[config.mk]
export PLATFORM = sky130hd
export DESIGN_NAME = transparent_run_length_encoder_unit
export DESIGN_NICKNAME = d
export VERILOG_FILES = /design/src/rtl/trle_pkg.sv /design/src/rtl/transparent_run_length_encoder_unit.sv
export SDC_FILE = /design/constraint.sdc
export NUM_CORES = 2
export LEC_CHECK = 0
export BUFFER_PORTS_ARGS = -buffer_cell sky130_fd_sc_hd__buf_2
export CORE_MARGIN = 8
export CORE_UTILIZATION = 58
export CTS_CLUSTER_SIZE = 40
export DETAILED_ROUTE_END_ITERATION = 6
export PLACE_DENSITY = 0.85
export SETUP_SLACK_MARGIN = 0.15
export SYNTH_ARGS = -nofsm -noshare
export SYNTH_HDL_FRONTEND = slang
export SYNTH_SLANG_ARGS = --single-unit
[constraint.sdc]
create_clock -name clk -period 7.8 [get_ports clk]
set_clock_uncertainty 0.15 [all_clocks]
set_input_delay 0.78 -clock clk [delete_from_list [all_inputs] [get_ports clk]]
set_output_delay 0.78 -clock clk [all_outputs]
set_load 0.1 [all_outputs]
[src/rtl/trle_pkg.sv]
package trle_pkg;

  // run length field width, fixed by the coded byte format
  localparam int unsigned LEN_W = 7;

  // byte that marks a transparent run and ends every row
  localparam logic [7:0] CLEAR_MARK = 8'h80;

  // sequencer states
  typedef enum logic [5:0] {
    ST_IDLE  = 6'b000001,
    ST_TMARK = 6'b000010,
    ST_LEN   = 6'b000100,
    ST_LIT   = 6'b001000,
    ST_PLACE = 6'b010000,
    ST_MARK  = 6'b100000
  } trle_state_t;

endpackage

[src/rtl/transparent_run_length_encoder_unit.sv]
// Sequence: a pixel that opens or extends a run is accepted, then stored.
// A pixel closing an opaque run waits for its length byte and literals, a transparent
// one for its mark byte; at row end an open opaque run is sent before the final mark.
// Bytes leave one per cycle (one literal memory read port) unless out_stall holds a word.
// No pixel is taken until the last is stored; words hold 8 bytes, fewer at burst end.
// Reset: run state, sequencer and output valid clear; the literal memory is not cleared.
module transparent_run_length_encoder_unit #(
  parameter int unsigned MAX_RUN = 127
) (
  input  logic        clk,
  input  logic        rst_n,
  input  logic        in_valid,
  output logic        in_stall,
  input  logic [7:0]  in_pixel,
  input  logic        in_row_end,
  output logic        out_valid,
  input  logic        out_stall,
  output logic [63:0] out_packed_bytes,
  output logic [3:0]  out_byte_count,
  output logic        out_last_of_burst
);

  localparam int unsigned LW = trle_pkg::LEN_W;
  localparam int unsigned AW = (MAX_RUN > 1) ? $clog2(MAX_RUN) : 1;

  trle_pkg::trle_state_t state_r, state_nxt;

  logic          run_open_r, run_open_nxt;
  logic          run_clear_r, run_clear_nxt;
  logic [LW-1:0] run_len_r, run_len_nxt;
  logic [LW-1:0] idx_r, idx_nxt;
  logic          fin_r, fin_nxt;
  logic [7:0]    px_r;
  logic          clear_r;
  logic          end_r;

  logic [7:0]    mem [MAX_RUN];
  logic [7:0]    rd_data_r;
  logic          rd_en;
  logic [LW-1:0] rd_addr;
  logic          mem_we;
  logic [LW-1:0] wr_addr;

  logic [63:0]   word_r;
  logic [2:0]    fill_r;
  logic [63:0]   lane_word;

  logic          out_valid_r;
  logic [63:0]   out_bytes_r;
  logic [3:0]    out_count_r;
  logic          out_last_r;

  logic          accept;
  logic          in_clear;
  logic          close_old;
  logic          emit;
  logic [7:0]    emit_byte;
  logic          emit_last;
  logic          push;
  logic          adv;
  logic          lit_last;

  // input side
  assign in_stall  = (state_r != trle_pkg::ST_IDLE);
  assign accept    = in_valid && !in_stall;
  assign in_clear  = (in_pixel == 8'd0);
  assign close_old = run_open_r &&
                     ((in_clear != run_clear_r) || (run_len_r >= LW'(MAX_RUN)));
  assign lit_last  = (({1'b0, idx_r} + 8'd1) == {1'b0, run_len_r});

  // byte source
  always_comb begin
    emit      = 1'b0;
    emit_byte = 8'd0;
    emit_last = 1'b0;
    case (state_r)
      trle_pkg::ST_TMARK: begin
        emit      = 1'b1;
        emit_byte = trle_pkg::CLEAR_MARK | {1'b0, run_len_r};
        emit_last = !end_r;
      end
      trle_pkg::ST_LEN: begin
        emit      = 1'b1;
        emit_byte = {1'b0, run_len_r};
      end
      trle_pkg::ST_LIT: begin
        emit      = 1'b1;
        emit_byte = rd_data_r;
        emit_last = !end_r && lit_last;
      end
      trle_pkg::ST_MARK: begin
        emit      = 1'b1;
        emit_byte = trle_pkg::CLEAR_MARK;
        emit_last = 1'b1;
      end
      default: begin
        emit = 1'b0;
      end
    endcase
  end

  // a byte moves on unless it completes a word that cannot leave
  assign push = emit && ((fill_r == 3'd7) || emit_last);
  assign adv  = emit && (!push || !out_valid_r || !out_stall);

  // literal memory ports
  assign rd_en   = adv && ((state_r == trle_pkg::ST_LEN) ||
                           ((state_r == trle_pkg::ST_LIT) && !lit_last));
  assign rd_addr = (state_r == trle_pkg::ST_LEN) ? '0 : idx_r + 1'b1;
  assign mem_we  = (state_r == trle_pkg::ST_PLACE) && !clear_r;
  assign wr_addr = run_open_r ? run_len_r : '0;

  // sequencer
  always_comb begin
    state_nxt     = state_r;
    run_open_nxt  = run_open_r;
    run_clear_nxt = run_clear_r;
    run_len_nxt   = run_len_r;
    idx_nxt       = idx_r;
    fin_nxt       = fin_r;
    case (state_r)
      trle_pkg::ST_IDLE: begin
        if (accept) begin
          fin_nxt = 1'b0;
          if (!close_old) begin
            state_nxt = trle_pkg::ST_PLACE;
          end else if (run_clear_r) begin
            state_nxt = trle_pkg::ST_TMARK;
          end else begin
            state_nxt = trle_pkg::ST_LEN;
          end
        end
      end
      trle_pkg::ST_TMARK: begin
        if (adv) begin
          state_nxt     = trle_pkg::ST_PLACE;
          run_open_nxt  = 1'b0;
          run_clear_nxt = 1'b0;
          run_len_nxt   = '0;
        end
      end
      trle_pkg::ST_LEN: begin
        if (adv) begin
          state_nxt = trle_pkg::ST_LIT;
          idx_nxt   = '0;
        end
      end
      trle_pkg::ST_LIT: begin
        if (adv) begin
          if (!lit_last) begin
            idx_nxt = idx_r + 1'b1;
          end else if (fin_r) begin
            state_nxt = trle_pkg::ST_MARK;
          end else begin
            state_nxt     = trle_pkg::ST_PLACE;
            run_open_nxt  = 1'b0;
            run_clear_nxt = 1'b0;
            run_len_nxt   = '0;
          end
        end
      end
      trle_pkg::ST_PLACE: begin
        // open a run or extend the open one with the held pixel
        run_open_nxt = 1'b1;
        if (!run_open_r) begin
          run_clear_nxt = clear_r;
          run_len_nxt   = LW'(1);
        end else begin
          run_len_nxt = run_len_r + 1'b1;
        end
        if (end_r) begin
          fin_nxt   = 1'b1;
          state_nxt = (!run_open_r ? clear_r : run_clear_r) ?
                      trle_pkg::ST_MARK : trle_pkg::ST_LEN;
        end else begin
          state_nxt = trle_pkg::ST_IDLE;
        end
      end
      trle_pkg::ST_MARK: begin
        if (adv) begin
          state_nxt     = trle_pkg::ST_IDLE;
          run_open_nxt  = 1'b0;
          run_clear_nxt = 1'b0;
          run_len_nxt   = '0;
          fin_nxt       = 1'b0;
        end
      end
      default: begin
        state_nxt = trle_pkg::ST_IDLE;
      end
    endcase
  end

  // control registers
  always_ff @(posedge clk) begin
    if (!rst_n) begin
      state_r     <= trle_pkg::ST_IDLE;
      run_open_r  <= 1'b0;
      run_clear_r <= 1'b0;
      run_len_r   <= '0;
      idx_r       <= '0;
      fin_r       <= 1'b0;
    end else begin
      state_r     <= state_nxt;
      run_open_r  <= run_open_nxt;
      run_clear_r <= run_clear_nxt;
      run_len_r   <= run_len_nxt;
      idx_r       <= idx_nxt;
      fin_r       <= fin_nxt;
    end
  end

  // held input beat
  always_ff @(posedge clk) begin
    if (accept) begin
      px_r    <= in_pixel;
      clear_r <= in_clear;
      end_r   <= in_row_end;
    end
  end

  // literal memory, registered read
  always_ff @(posedge clk) begin
    if (mem_we) begin
      mem[AW'(wr_addr)] <= px_r;
    end
    if (rd_en) begin
      rd_data_r <= mem[AW'(rd_addr)];
    end
  end

  // byte packer
  always_comb begin
    lane_word = word_r;
    lane_word[{fill_r, 3'b000} +: 8] = emit_byte;
  end

  always_ff @(posedge clk) begin
    if (!rst_n) begin
      word_r <= '0;
      fill_r <= '0;
    end else if (adv) begin
      if (push) begin
        word_r <= '0;
        fill_r <= '0;
      end else begin
        word_r <= lane_word;
        fill_r <= fill_r + 1'b1;
      end
    end
  end

  // output register
  always_ff @(posedge clk) begin
    if (!rst_n) begin
      out_valid_r <= 1'b0;
    end else if (adv && push) begin
      out_valid_r <= 1'b1;
    end else if (!out_stall) begin
      out_valid_r <= 1'b0;
    end
  end

  always_ff @(posedge clk) begin
    if (adv && push) begin
      out_bytes_r <= lane_word;
      out_count_r <= {1'b0, fill_r} + 4'd1;
      out_last_r  <= emit_last;
    end
  end

  assign out_valid         = out_valid_r;
  assign out_packed_bytes  = out_bytes_r;
  assign out_byte_count    = out_count_r;
  assign out_last_of_burst = out_last_r;

  // checks
  a_len_bound: assert property (@(posedge clk) disable iff (!rst_n)
    run_len_r <= LW'(MAX_RUN))
    else $error("run length beyond limit");

  a_full_word: assert property (@(posedge clk) disable iff (!rst_n)
    out_valid_r && !out_last_r |-> out_count_r == 4'd8)
    else $error("short word before end of burst");

  a_count_range: assert property (@(posedge clk) disable iff (!rst_n)
    out_valid_r |-> out_count_r != 4'd0 && out_count_r <= 4'd8)
    else $error("byte count out of range");

  a_lit_index: assert property (@(posedge clk) disable iff (!rst_n)
    state_r == trle_pkg::ST_LIT |-> idx_r < run_len_r)
    else $error("literal index past run");

  a_accept_busy: assert property (@(posedge clk) disable iff (!rst_n)
    accept |=> state_r != trle_pkg::ST_IDLE)
    else $error("accepted beat not processed");

endmodule
==> summary.md <==
| Metric | Value |
|---|---|
| Die Area | `about 94000 um2` |
| CP Max Fanout | `171` |
| Dominant synthesized flop cell | `edfxtp_1` |
| Crit-path cells | `buf_12 > and3_1 > nand2_1 > nor4_1 > a311o_1 > a31oi_1 > or2_2 > a21oi_4 > buf_4` |
| Area delta synth->final | `10.2%` |
| Multiplexer share of the synthesized area | `0.0361` |
| WL met2 | `60.5 mm` |
| Hold Crit Class | `primary input to flip-flop` |
| Rel. slew slack | `0.0923` |
| Clock Latency Late Sink | `690 ps` |
| Syn. warnings | `0` |
| CP Launch Type | `flip-flop` |
| Post-synth EDFFs | `1103` |
| Slew at the pin closest to its max-slew limit | `1360 ps` |
| Post-DRT Antenna Nets | `0` |
| Synth Register Bits | `approximately 1200` |
| DP Worst Slack | `2640 ps` |
| Post-CTS resize count | `0` |
| Worst r2r src | `idx_r[0]` |
| Total of max-cap violations | `0` |
| Dpl hpwl | `~74 mm` |
| Tot Pwr | `13.9 mW` |
| Max clock buf depth | `3` |
| CP max stage delay | `about 880 ps` |
| Worst path slowest cell | `a21oi_4` |
| Worst EP required | `7990 ps` |
| GRT Total Usage | `0.266` |
| Clk sinks | `1194` |
| Status | `completed` |
| Vias/cell | `6.91` |
| Met3 routed WL | `16.5 mm` |
| Worst setup EP type | `flip-flop` |
| LEAKAGE | `16.4 nW` |
| Vias | `approximately 33000` |
| Row count | `106` |
| Die Ht | `307 um` |
| Post-synth cell types | `83` |
| Hold Buf Count CTS | `0` |
| Pwr/cell area | `257 nW/um2` |
| PortBufs | `83` |
| Initial antenna violation count | `3` |
| Initial Util | `0.587` |
| Largest net degree at the start of global routing | `172` |
| Post-route minimum period | `5130 ps` |
| Period utilization | `0.658` |
| Worst-path clk slew | `60 ps` |
| Initial drt markers | `5011` |
| XOR/XNOR share of the synthesized area | `0.00260` |
| Antenna diodes | `0` |
| Gr ovfl total | `0` |
| Routed WL per cell | `27.3 um` |
| Top Layer Used | `met5` |
| Largest family of logic cells by synthesized area | `compound AO/OA/AOI/OAI gates` |
| Root buffer cell | `clkbuf_16` |
| Post-route DRC violation count | `0` |
| Layout cell share with drive strength beyond 1 | `0.120` |
| Core Region | `~84000 um2` |
| First-pass GRT wire length | `a little under 200 mm` |
| R2R setup slack | `2670 ps` |
| Reg2reg end | `out_packed_bytes[11]` |
| Ys async rst share | `0` |
| CP startpoint | `idx_r[0]` |
| Final worst slack | `2670 ps` |
| Die width | `307 um` |
| CTS H-Tree Depth | `3` |
| Compound-Gate Fraction of Synth Area | `0.143` |
| RSZ-0062 raised after global routing | `false` |
| Synth Instances | `3492` |
| Fin. Hold Viols | `0` |
| Total wire length | `129 mm` |
| Routed metal-1 wirelength | `43.9 mm` |
| Setup Viol. Count Final | `0` |
| Gpl congestion | `0.929` |
| Peak VDD IR | `192 uV` |
| Net Count, Synth | `3514` |
| Post-Synth Simple-Gate Area | `0.0785` |
| Ports | `84` |
| CTS tree | `built` |
| CP endpoint | `out_packed_bytes[11]` |
| Layout net count | `3516` |
| CP Class | `flip-flop to flip-flop` |
| Sequential area share after synthesis | `0.711` |
| Setup Buffers After CTS | `0` |
| CTS buffer count | `112` |
| Drt pass-1 iters | `7` |
| Hold slack | `about 140 ps` |
| Setup TNS Final | `0 ps` |
| Max Clk Rate | `approximately 200 MHz` |
| Adder-cell area share of the yosys netlist | `0.00229` |
| R2R cell count | `9` |
| Slew Limit Fails | `0` |
| Synth Area per Inst | `~14 um2` |
| Vias in the first global route | `31800` |
| Mapped Area | `approximately 49000 um2` |
| Worst EP arrival | `roughly 5300 ps` |
[power breakdown]
group	internal, mW	total, mW	switching [mW]
clock network	3.14	5.48	2.34
registers	7.35	7.39	0.0425
logic	0.152	1.03	0.878
[sequential cells by signal (all words and copies together) (netlist names), 6 cells and up]
name / flops
mem: 1016
out_packed_bytes: 64
word_r: 64
px_r: 8
rd_data_r: 8
idx_r: 7
run_len_r: 7
state_r: 6
[through the flow]
stage	util	area [um2]	instances
after detailed placement	0.602	50400	4514
after floorplan	-	49100	3492
after global placement	0.602	50400	4514
after global routing	0.647	54100	4725
after CTS	0.647	54100	4725
final	0.647	54100	4725
[per-layer routing]
| layer | vias to the layer above | track usage |
|---|---|---|
| li1 | 13800 | - |
| met1 | 15800 | 0.329 |
| met2 | 2511 | 0.424 |
| met3 | 575 | 0.0714 |
| met4 | 4 | 0.151 |
| met5 | - | 0 |
[cells in the mapped netlist (all sizes together), types with 8 or more instances]
master	number	area share
o311a	8	0.0016
dfxtp	91	0.037
o31ai	60	0.0092
and3	26	0.0033
a311oi	27	0.0051
nor2b	52	0.0066
a31o	8	0.0014
nand3b	8	0.0012
o22ai	41	0.0052
a22oi	8	0.0012
nand3	22	0.0023
nand2	227	0.017
or2	22	0.0028
xnor2	9	0.0018
o221ai	41	0.0073
and3b	19	0.0034
nor3	88	0.0090
a211oi	32	0.0049
o311ai	18	0.0032
mux2i	122	0.025
mux2	47	0.011
o21ai	315	0.032
o211ai	16	0.0027
a21oi	152	0.016
o2111ai	15	0.0027
ha	9	0.0023
or3	49	0.0062
buf	127	0.015
a32o	62	0.013
nor2	263	0.020
a221oi	57	0.010
clkbuf	139	0.011
a221o	37	0.0075
o21a	19	0.0029
a31oi	37	0.0050
or4	11	0.0017
edfxtp	1103	0.67
o211a	27	0.0055
nor4	8	0.0018
inv	16	0.0012
[layout make-up]
type	count	area (um2)
Clock buffer	134	2970
Multi-Input combinational cell	2015	13000
Timing Repair Buffer	154	998
Clock inverter	77	729
Fill cell	5537	29600
Tap cell	1134	1420
Inverter	17	63.8
Sequential cell	1194	34900
[cells in the final DEF, fill, tap and decap left out, types with 36 or more instances in the layout]
| cell type | n |
|---|---|
| o31ai_1 | 60 |
| or3_1 | 49 |
| o221ai_1 | 41 |
| mux2i_1 | 122 |
| dfxtp_1 | 90 |
| a221oi_1 | 57 |
| nand2_1 | 223 |
| a21oi_1 | 143 |
| nor3_1 | 88 |
| nor2b_1 | 52 |
| edfxtp_1 | 1103 |
| a31oi_1 | 36 |
| o21ai_0 | 311 |
| nor2_1 | 262 |
| buf_2 | 83 |
| buf_4 | 67 |
| a32o_1 | 62 |
| mux2_2 | 47 |
| a221o_1 | 37 |
| o22ai_1 | 41 |
| clkbuf_16 | 114 |
[worst min path at each step]
stage | start | end | slack (ps) | cells after the start
after floorplan | word_r[39] | word_r[39] | 280 | 1
after global placement | word_r[7] | word_r[7] | 300 | 1
after detailed placement | word_r[7] | word_r[7] | 300 | 1
after CTS | in_pixel[0] | px_r[0] | 110 | 1
after global routing | in_pixel[6] | px_r[6] | 120 | 1
final | in_pixel[0] | px_r[0] | 140 | 1
[logic make-up after synthesis]
kind of cell,count (synthesis)
xor+xnor,12
mux,170
flops,1194
compound gates,1011
simple gates,813
buf+inv,283
fa+ha+maj,9
[critical path, delay by kind of cell (launching register included)]
kind                   cells  cell delay (ps)
buffers and inverters      2             1160
flip-flops                 1              790
AND/OR/NAND/NOR            4             1220
AO/OA/AOI/OAI              3             1420
No activity file was read; power rests on OpenSTA's default activity.
